File: config.mk
export PLATFORM = sky130hd
export DESIGN_NAME = greedy_job_server_assigner_top
export DESIGN_NICKNAME = d
export VERILOG_FILES = /design/src/rtl/core/gjsa_pkg.sv /design/src/rtl/core/gjsa_entry_store.sv /design/src/rtl/core/greedy_job_server_assigner_top.sv
export VERILOG_INCLUDE_DIRS = /design/src /design/src/rtl/core
export SDC_FILE = /design/constraint.sdc
export NUM_CORES = 1
export LEC_CHECK = 0
export CAP_MARGIN = 20
export CORE_MARGIN = 5
export CORE_UTILIZATION = 25
export DETAILED_ROUTE_END_ITERATION = 8
export DONT_BUFFER_PORTS = 1
export HOLD_SLACK_MARGIN = 0.12
export SETUP_SLACK_MARGIN = 0.1
export SYNTH_ARGS = -nofsm -noshare
export SYNTH_HDL_FRONTEND = slang
export SYNTH_SLANG_ARGS = --single-unit
export TNS_END_PERCENT = 30
File: constraint.sdc
create_clock -name i_clk -period 31.8 [get_ports i_clk]
set_input_delay 6.36 -clock i_clk [delete_from_list [all_inputs] [get_ports i_clk]]
set_output_delay 6.36 -clock i_clk [all_outputs]
set_load 0.01 [all_outputs]
File: src/rtl/core/greedy_job_server_assigner_top_macros.svh
// ============================================================================
// greedy_job_server_assigner_top_macros.svh
// Assertion macros shared by the job server assigner.
// ============================================================================
`ifndef GREEDY_JOB_SERVER_ASSIGNER_TOP_MACROS_SVH
`define GREEDY_JOB_SERVER_ASSIGNER_TOP_MACROS_SVH

// Checked on every clock edge outside of reset.
`define GJSA_ASSERT(lbl, prop, msg) \
    lbl: assert property (@(posedge i_clk) disable iff (!i_rst_n) prop) else $error(msg);

// Checked on every clock edge, reset included.
`define GJSA_ASSERT_ALWAYS(lbl, prop, msg) \
    lbl: assert property (@(posedge i_clk) prop) else $error(msg);

`endif

File: src/rtl/core/gjsa_pkg.sv
// ============================================================================
// gjsa_pkg
// Beat types, server entry layout and constants of the job server assigner.
// ============================================================================
package gjsa_pkg;

    localparam int JOB_W  = 16;
    localparam int SRV_W  = 3;
    localparam int TIME_W = 16;
    localparam int COST_W = 16;
    localparam int CAP_W  = 24;
    localparam int SUM_W  = 32;
    localparam int CNT_W  = 16;
    localparam int BEST_W = 17;

    localparam logic       OP_LOAD  = 1'b0;
    localparam logic       OP_OFFER = 1'b1;

    localparam logic [BEST_W-1:0] NO_TIME = '1;
    localparam logic [SUM_W-1:0]  SUM_MAX = '1;
    localparam logic [CNT_W-1:0]  CNT_MAX = '1;

    typedef struct packed {
        logic              opcode;
        logic [JOB_W-1:0]  job_index;
        logic [SRV_W-1:0]  server_index;
        logic [TIME_W-1:0] run_time;
        logic [COST_W-1:0] job_cost;
        logic [CAP_W-1:0]  capacity;
        logic              last_server;
    } t_in_beat;

    typedef struct packed {
        logic [JOB_W-1:0]  job_number;
        logic              assigned;
        logic [SRV_W-1:0]  chosen_server;
        logic [COST_W-1:0] charged_cost;
        logic [CNT_W-1:0]  server_job_count;
        logic [SUM_W-1:0]  total_cost;
    } t_out_beat;

    typedef struct packed {
        logic [CAP_W-1:0] remaining_capacity;
        logic [SUM_W-1:0] server_cost_sum;
        logic [CNT_W-1:0] jobs_on_server;
    } t_srv_entry;

endpackage

File: src/rtl/core/gjsa_entry_store.sv
// ============================================================================
// gjsa_entry_store
// Per-server state memory with registered read, valid bits that make unwritten
// entries read as zero, and forwarding of a write made at the read edge.
// ============================================================================
module gjsa_entry_store #(
    parameter int DEPTH = 8,
    parameter int AW    = 3
) (
    input  logic                  i_clk,
    input  logic                  i_rst_n,
    input  logic                  i_rd_en,
    input  logic [AW-1:0]         i_rd_addr,
    input  logic                  i_wr_en,
    input  logic [AW-1:0]         i_wr_addr,
    input  gjsa_pkg::t_srv_entry  i_wr_data,
    output gjsa_pkg::t_srv_entry  o_rd_data
);
    import gjsa_pkg::*;

    t_srv_entry       mem [DEPTH];
    logic [DEPTH-1:0] r_ok;
    t_srv_entry       r_rd;
    logic             r_rd_ok;
    logic             r_fwd;
    t_srv_entry       r_fwd_data;

    always_ff @(posedge i_clk) begin
        if (i_wr_en) begin
            mem[i_wr_addr] <= i_wr_data;
        end
        if (i_rd_en) begin
            r_rd       <= mem[i_rd_addr];
            r_fwd_data <= i_wr_data;
        end
    end

    always_ff @(posedge i_clk) begin
        if (!i_rst_n) begin
            r_ok    <= '0;
            r_rd_ok <= 1'b0;
            r_fwd   <= 1'b0;
        end else begin
            if (i_wr_en) begin
                r_ok[i_wr_addr] <= 1'b1;
            end
            if (i_rd_en) begin
                r_rd_ok <= r_ok[i_rd_addr];
                r_fwd   <= i_wr_en && (i_wr_addr == i_rd_addr);
            end
        end
    end

    always_comb begin
        if (r_fwd) begin
            o_rd_data = r_fwd_data;
        end else if (r_rd_ok) begin
            o_rd_data = r_rd;
        end else begin
            o_rd_data = '0;
        end
    end

endmodule

File: src/rtl/core/greedy_job_server_assigner_top.sv
// ============================================================================
// greedy_job_server_assigner_top
// Greedy job to server assignment over time-limited servers.
//
// Channel  Direction  Handshake            Payload
// input    in         i_valid / o_stall    i_data (t_in_beat)
// output   out        o_valid / i_stall    o_data (t_out_beat)
// config   in         i_cfg_we             i_cfg_wdata (local cost)
//
// One beat is taken every cycle unless o_stall is high; results are registered.
// The server entry memory is read when a beat is taken and written back as the
// beat leaves stage one, with the write forwarded to a read of the same entry.
// Reset is synchronous and leaves all servers unloaded with zero capacity.
// Input stalls only while a result is waiting and the output is stalled.
// ============================================================================
`include "greedy_job_server_assigner_top_macros.svh"

module greedy_job_server_assigner_top #(
    parameter int NUM_SERVERS = 8
) (
    input  logic                 i_clk,
    input  logic                 i_rst_n,
    input  logic                 i_valid,
    output logic                 o_stall,
    input  gjsa_pkg::t_in_beat   i_data,
    output logic                 o_valid,
    input  logic                 i_stall,
    output gjsa_pkg::t_out_beat  o_data,
    input  logic                 i_cfg_we,
    input  logic [15:0]          i_cfg_wdata
);
    import gjsa_pkg::*;

    localparam int AW = (NUM_SERVERS > 1) ? $clog2(NUM_SERVERS) : 1;
    localparam int XW = AW + SRV_W;

    logic                r_s1_valid;
    t_in_beat            r_s1;
    logic                r_o_valid;
    t_out_beat           r_o_data;
    logic [COST_W-1:0]   r_local_cost;
    logic [SUM_W-1:0]    r_grand;
    logic                r_found;
    logic [BEST_W-1:0]   r_best_time;
    logic [AW-1:0]       r_best_srv;
    logic [COST_W-1:0]   r_best_cost;
    t_srv_entry          r_best_ent;

    logic                accept;
    logic [XW-1:0]       in_ext;
    logic [XW-1:0]       s1_ext;
    logic [AW-1:0]       in_addr;
    logic [AW-1:0]       s1_addr;
    logic                s1_in_range;
    logic                s1_result;
    logic                blocked;
    logic                fire;
    t_srv_entry          cur;
    logic                cand;
    logic                eff_found;
    logic [BEST_W-1:0]   eff_time;
    logic [AW-1:0]       eff_srv;
    logic [COST_W-1:0]   eff_cost;
    t_srv_entry          eff_ent;
    t_srv_entry          upd_ent;
    t_srv_entry          load_ent;
    logic [SUM_W:0]      sum_wide;
    logic [SUM_W:0]      grand_wide;
    logic [COST_W-1:0]   charged;
    logic [XW-1:0]       eff_ext;
    logic                wr_en;
    logic [AW-1:0]       wr_addr;
    t_srv_entry          wr_data;
    logic [SUM_W-1:0]    n_grand;
    t_out_beat           n_o_data;

    assign in_ext      = {{AW{1'b0}}, i_data.server_index};
    assign s1_ext      = {{AW{1'b0}}, r_s1.server_index};
    assign in_addr     = in_ext[AW-1:0];
    assign s1_addr     = s1_ext[AW-1:0];
    assign s1_in_range = s1_ext < XW'(NUM_SERVERS);
    assign s1_result   = (r_s1.opcode == OP_OFFER) && r_s1.last_server;
    assign blocked     = r_s1_valid && s1_result && r_o_valid && i_stall;
    assign fire        = r_s1_valid && !blocked;
    assign o_stall     = blocked;
    assign accept      = i_valid && !o_stall;

    gjsa_entry_store #(
        .DEPTH (NUM_SERVERS),
        .AW    (AW)
    ) u_store (
        .i_clk     (i_clk),
        .i_rst_n   (i_rst_n),
        .i_rd_en   (accept),
        .i_rd_addr (in_addr),
        .i_wr_en   (wr_en),
        .i_wr_addr (wr_addr),
        .i_wr_data (wr_data),
        .o_rd_data (cur)
    );

    always_comb begin
        cand = (r_s1.opcode == OP_OFFER) && s1_in_range
            && (cur.remaining_capacity >= {{(CAP_W-TIME_W){1'b0}}, r_s1.run_time})
            && ({1'b0, r_s1.run_time} < r_best_time);
        eff_found = r_found || cand;
        eff_time  = cand ? {1'b0, r_s1.run_time} : r_best_time;
        eff_srv   = cand ? s1_addr : r_best_srv;
        eff_cost  = cand ? r_s1.job_cost : r_best_cost;
        eff_ent   = cand ? cur : r_best_ent;

        if (eff_ent.remaining_capacity >= {{(CAP_W-BEST_W){1'b0}}, eff_time}) begin
            upd_ent.remaining_capacity = eff_ent.remaining_capacity
                - {{(CAP_W-BEST_W){1'b0}}, eff_time};
        end else begin
            upd_ent.remaining_capacity = '0;
        end
        sum_wide = {1'b0, eff_ent.server_cost_sum} + {{(SUM_W+1-COST_W){1'b0}}, eff_cost};
        upd_ent.server_cost_sum = sum_wide[SUM_W] ? SUM_MAX : sum_wide[SUM_W-1:0];
        upd_ent.jobs_on_server = (eff_ent.jobs_on_server == CNT_MAX)
            ? CNT_MAX : eff_ent.jobs_on_server + CNT_W'(1);

        load_ent.remaining_capacity = r_s1.capacity;
        load_ent.server_cost_sum    = '0;
        load_ent.jobs_on_server     = '0;

        charged    = eff_found ? eff_cost : r_local_cost;
        grand_wide = {1'b0, r_grand} + {{(SUM_W+1-COST_W){1'b0}}, charged};
        n_grand    = grand_wide[SUM_W] ? SUM_MAX : grand_wide[SUM_W-1:0];

        if (r_s1.opcode == OP_LOAD) begin
            wr_en   = fire && s1_in_range;
            wr_addr = s1_addr;
            wr_data = load_ent;
        end else begin
            wr_en   = fire && s1_result && eff_found;
            wr_addr = eff_srv;
            wr_data = upd_ent;
        end

        eff_ext                   = {{SRV_W{1'b0}}, eff_srv};
        n_o_data.job_number       = r_s1.job_index;
        n_o_data.assigned         = eff_found;
        n_o_data.chosen_server    = eff_found ? eff_ext[SRV_W-1:0] : '0;
        n_o_data.charged_cost     = charged;
        n_o_data.server_job_count = eff_found ? upd_ent.jobs_on_server : '0;
        n_o_data.total_cost       = n_grand;
    end

    always_ff @(posedge i_clk) begin
        if (accept) begin
            r_s1 <= i_data;
        end
        if (fire && s1_result) begin
            r_o_data <= n_o_data;
        end
        if (fire && (r_s1.opcode == OP_OFFER) && !r_s1.last_server && cand) begin
            r_best_ent <= cur;
        end else if (fire && (r_s1.opcode == OP_LOAD) && s1_in_range && r_found
                     && (r_best_srv == s1_addr)) begin
            r_best_ent <= load_ent;
        end
    end

    always_ff @(posedge i_clk) begin
        if (!i_rst_n) begin
            r_s1_valid   <= 1'b0;
            r_o_valid    <= 1'b0;
            r_local_cost <= '0;
            r_grand      <= '0;
            r_found      <= 1'b0;
            r_best_time  <= NO_TIME;
            r_best_srv   <= '0;
            r_best_cost  <= '0;
        end else begin
            if (i_cfg_we) begin
                r_local_cost <= i_cfg_wdata;
            end
            if (accept) begin
                r_s1_valid <= 1'b1;
            end else if (fire) begin
                r_s1_valid <= 1'b0;
            end
            if (fire && s1_result) begin
                r_o_valid <= 1'b1;
                r_grand   <= n_grand;
            end else if (!i_stall) begin
                r_o_valid <= 1'b0;
            end
            if (fire && (r_s1.opcode == OP_OFFER)) begin
                if (r_s1.last_server) begin
                    r_found     <= 1'b0;
                    r_best_time <= NO_TIME;
                    r_best_srv  <= '0;
                    r_best_cost <= '0;
                end else if (cand) begin
                    r_found     <= 1'b1;
                    r_best_time <= {1'b0, r_s1.run_time};
                    r_best_srv  <= s1_addr;
                    r_best_cost <= r_s1.job_cost;
                end
            end
        end
    end

    assign o_valid = r_o_valid;
    assign o_data  = r_o_data;

    `GJSA_ASSERT(a_result_lands, (fire && s1_result) |=> o_valid, "Result beat was not presented.")
    `GJSA_ASSERT(a_found_time, r_found == (r_best_time != NO_TIME), "Candidate flag and time disagree.")
    `GJSA_ASSERT(a_found_srv, r_found |-> ({{SRV_W{1'b0}}, r_best_srv} < XW'(NUM_SERVERS)), "Chosen server is out of range.")
    `GJSA_ASSERT_ALWAYS(a_stall_cause, o_stall |-> (r_s1_valid && r_o_valid && i_stall), "Input stalled without a waiting result.")

endmodule

==> flow_metrics.py <==
metrics = {
    "pwr": {
        "p_leak_nw": 12.0,
        "power.density_nw_per_um2": 61.7,
        "ir_drop_mv": 0.0420,
    },
    "synth": {
        "avgSynthCellArea_um2": 14.3,
        "ys_async_sr_fraction_pct": 0,
        "synth_edf_count": 601,
        "ys_ff_latch": 698,
        "ys.flop_type": "edfxtp_1",
        "syn_inst": 2103,
        "yosysWarnings": 0,
        "synth_nets": 2268,
        "ys_seq_area_share_pct": 66.6,
        "synth.distinct_cells": 79,
        "synth_area_um2": 30000,
    },
    "grt": {
        "antenna_found_initial": 12,
        "grt_overflow": 0,
        "grt_pass1_wl_mm": 113,
        "grt_util_met2_pct": 19.6,
        "grt_max_degree": 87,
        "met3_usage_pct": 2.83,
        "grtUsageMet1_pct": 15.3,
        "grt_pass1_vias": 17300,
        "busiest_layer": "met2",
        "grtUsageTotal_pct": 11.8,
    },
    "cts": {
        "ctsHtreeMaxLevel": 3,
        "path_clk_slew_ns": 0.06,
        "post_cts_buffers": 0,
        "cts_tree": "done",
        "cts_hold_buf": 0,
        "postCtsResizedCells": 0,
        "clock_path_buffers": 3,
        "numCtsBuffers": 76,
        "cts.sinks": 698,
        "clk_latency_ns": 0.64,
        "cts-root-buf": "clkbuf_16",
    },
    "route": {
        "routed_wirelength_mm": 77.3,
        "antenna_left": 0,
        "drt-initial-drc-count": 1538,
        "drt_first_pass_iters": 5,
        "via_count": 17400,
        "drc": 0,
        "post_drt_wl_per_cell_um": 20.4,
        "via_per_inst": 4.60,
    },
    "critical_path": {
        "critPathTopFamily": "simple AND/OR/NAND/NOR gates",
        "max_stage_delay_ns": 0.43,
        "required_ns": 25.44,
        "worstPathMaxFanout": 4,
        "startpoint_type": "input pin",
        "path_class": "in2out",
        "cpMaxStageDelayCell": "nor2_1",
        "cp_num_buf_inv": 0,
        "worstPathArrival_ns": 6.86,
        "endpoint_kind": "output port",
        "path_cells": "nand2_1, nor2_1",
    },
    "floorplanning": {
        "die_width_um": 357,
        "num_rows": 127,
        "die_area_um2": 127000,
        "ioPinCount": 184,
        "start_util_pct": 25.1,
        "die-height_um": 357,
        "core-area_um2": 120000,
    },
    "layout": {
        "area_delta_synth_final_pct": 15.2,
        "design_area_um2": 34600,
        "fillers": 11900,
        "finalNetCount": 2265,
        "multiInputGateArea_um2": 9370,
        "seq_area_um2": 20000,
        "drive_above_1_share_pct": 14.8,
    },
    "timing": {
        "tightest_slew_ns": 1.03,
        "rsz0062_at_grt": "false",
        "slew_violations": 0,
        "final.setup.tns_ns": 0,
        "fin_crit_sh_pct": 41.6,
        "hold_viol_final": 0,
        "finClkSkew_ns": 0.0304,
        "max_clock_freq_ghz": 0.0756,
        "setup_viol": 0,
        "fin_crit_ns": 13.22,
        "relSlewSlack_pct": 31.3,
    },
    "worst_hold_path": {
        "hold_class": "reg2reg",
    },
    "placed_design": {
        "dp.final_hpwl_mm": 48.0,
        "gp_congestion": 0.790,
        "port_buffers": 0,
        "placement.cell_area_um2": 31900,
    },
    "run_status": {
        "status": "finished, final reports clean",
    },
    "flow_run": {
        "drv_cap": 0,
    },
}
stage by stage:
step	power (mW)	cells	setup slack, ns	utilization, %	hold WS, ns
2_1_floorplan	1.17	2103	16.55	-	0.400
3_3_place_gp	1.20	3633	18.57	26.6	0.400
3_5_place_dp	1.21	3633	18.58	26.6	0.405
4_1_cts	2.16	3775	18.57	28.9	0.413
5_1_grt	2.21	3779	18.52	28.9	0.421
6_report	2.13	3783	18.58	28.9	0.418
Yosys cell counts (all sizes together) (4+ instances only):
cell type | count | area, um^2
nand2 | 183 | 687
xnor2 | 36 | 315
dfxtp | 97 | 1940
a211oi | 13 | 110
nand4 | 6 | 37.5
and2 | 9 | 56.3
mux2 | 42 | 473
a31oi | 20 | 125
nor2 | 178 | 671
a22oi | 51 | 383
nor4 | 4 | 25.0
a41o | 4 | 40.0
buf | 37 | 195
inv | 69 | 259
mux4 | 82 | 1850
nand2b | 15 | 93.8
or3 | 7 | 43.8
nand3 | 27 | 135
o21ai | 109 | 549
edfxtp | 601 | 18000
ha | 65 | 813
nor3b | 5 | 37.5
a21o | 20 | 150
nor2b | 13 | 88.8
o31ai | 4 | 30.0
or4 | 4 | 30.0
or2 | 4 | 25.0
nor3 | 21 | 105
a311oi | 14 | 123
xor2 | 30 | 263
a22o | 18 | 158
o21a | 25 | 188
o211ai | 5 | 37.5
o2bb2ai | 8 | 70.1
mux2i | 57 | 571
and3 | 20 | 130
a21oi | 64 | 320
clkbuf | 74 | 278
a31o | 16 | 140
layout make-up:
cell class	count	share of cell area (%)
diodes	7	0.0506
well taps	1612	5.83
inverters	71	0.778
clock inverters	49	1.92
multi-input cells	1223	27.1
repair buffers	30	0.644
flip-flops and latches	698	57.8
clock buffers	93	5.92
final timing paths:
path	start	to	slack (ns)	cells after the start
setup reg to reg	u_store.r_fwd	u_store.mem[6][49]	23.05	23
hold / removal	n_o_data[76]	o_data[76]	0.42	0
hold reg to reg	n_o_data[76]	o_data[76]	0.42	0
setup / recovery	i_stall	o_stall	18.58	2
routing by layer:
metal,share of wire (%),wire length (um),vias up
met5,0.045,35,-
met4,2.2,1690,6
met3,6.4,4990,114
met2,48,37100,459
met1,43,33600,8810
li1,-,-,8024
cells in the final DEF (no fill, tap or decap), types with 7 or more instances in the layout:
cell | Yosys | final
a31o_2 | 16 | 16
and2_1 | 9 | 9
xor2_1 | 30 | 30
ha_1 | 65 | 65
o21a_1 | 25 | 25
nor3_1 | 21 | 18
o2bb2ai_1 | 8 | 8
clkinv_2 | 0 | 13
clkbuf_1 | 74 | 11
a22oi_1 | 51 | 51
inv_1 | 66 | 65
o21ai_0 | 102 | 100
a311oi_1 | 14 | 14
nand3_1 | 27 | 26
nand2_1 | 183 | 182
edfxtp_1 | 601 | 601
a211oi_1 | 12 | 12
a21o_1 | 20 | 20
clkbuf_16 | 0 | 78
a21oi_1 | 64 | 64
or3_1 | 7 | 7
mux4_2 | 82 | 82
nor2_1 | 177 | 175
nand2b_1 | 15 | 15
xnor2_1 | 36 | 36
bufinv_16 | 0 | 13
a31oi_1 | 20 | 20
buf_4 | 6 | 29
diode_2 | 0 | 7
mux2i_1 | 57 | 57
mux2_2 | 41 | 41
nor2b_1 | 12 | 11
dfxtp_1 | 97 | 96
a22o_1 | 18 | 18
clkinv_1 | 2 | 12
and3_1 | 19 | 19
state kept, by name (all words and copies together), names as in the netlist:
signal / flops
o_valid: 1
u_store.mem: 320
u_store.r_fwd: 1
n_o_data: 16
r_best_cost: 16
u_store.r_fwd_data: 40
load_ent: 24
s1_addr: 3
r_best_ent: 40
u_store.r_rd: 40
o_data: 84
r_s1: 34
u_store.r_ok: 8
r_best_srv: 3
r_best_time: 17
r_grand: 32
r_found: 1
r_s1_valid: 1
u_store.r_rd_ok: 1
r_local_cost: 16
kinds of logic (layout without fill, tap and decap cells):
family,count (synthesis),after routing,share of synthesized area (%)
buffers and inverters,182,243,2.46
DFF,698,698,66.6
other,0,7,0
AOI/OAI and AO/OA,402,402,9.01
adders and majority gates,67,67,2.84
xor gates and xnor gates,66,66,1.93
and+or+nand+nor,507,507,7.56
muxes,181,181,9.63
where the power goes:
| group | total (mW) | switching [mW] | leakage, nW | internal (mW) |
|---|---|---|---|---|
| Sequential | 1.05 | 0.0142 | 6.38 | 1.03 |
| Combinational | 0.141 | 0.0900 | 4.30 | 0.0507 |
| Clock | 0.947 | 0.376 | 1.33 | 0.571 |
| Total | 2.13 | 0.480 | 12.0 | 1.65 |
Note: power is estimated with default switching activity, not from simulation.
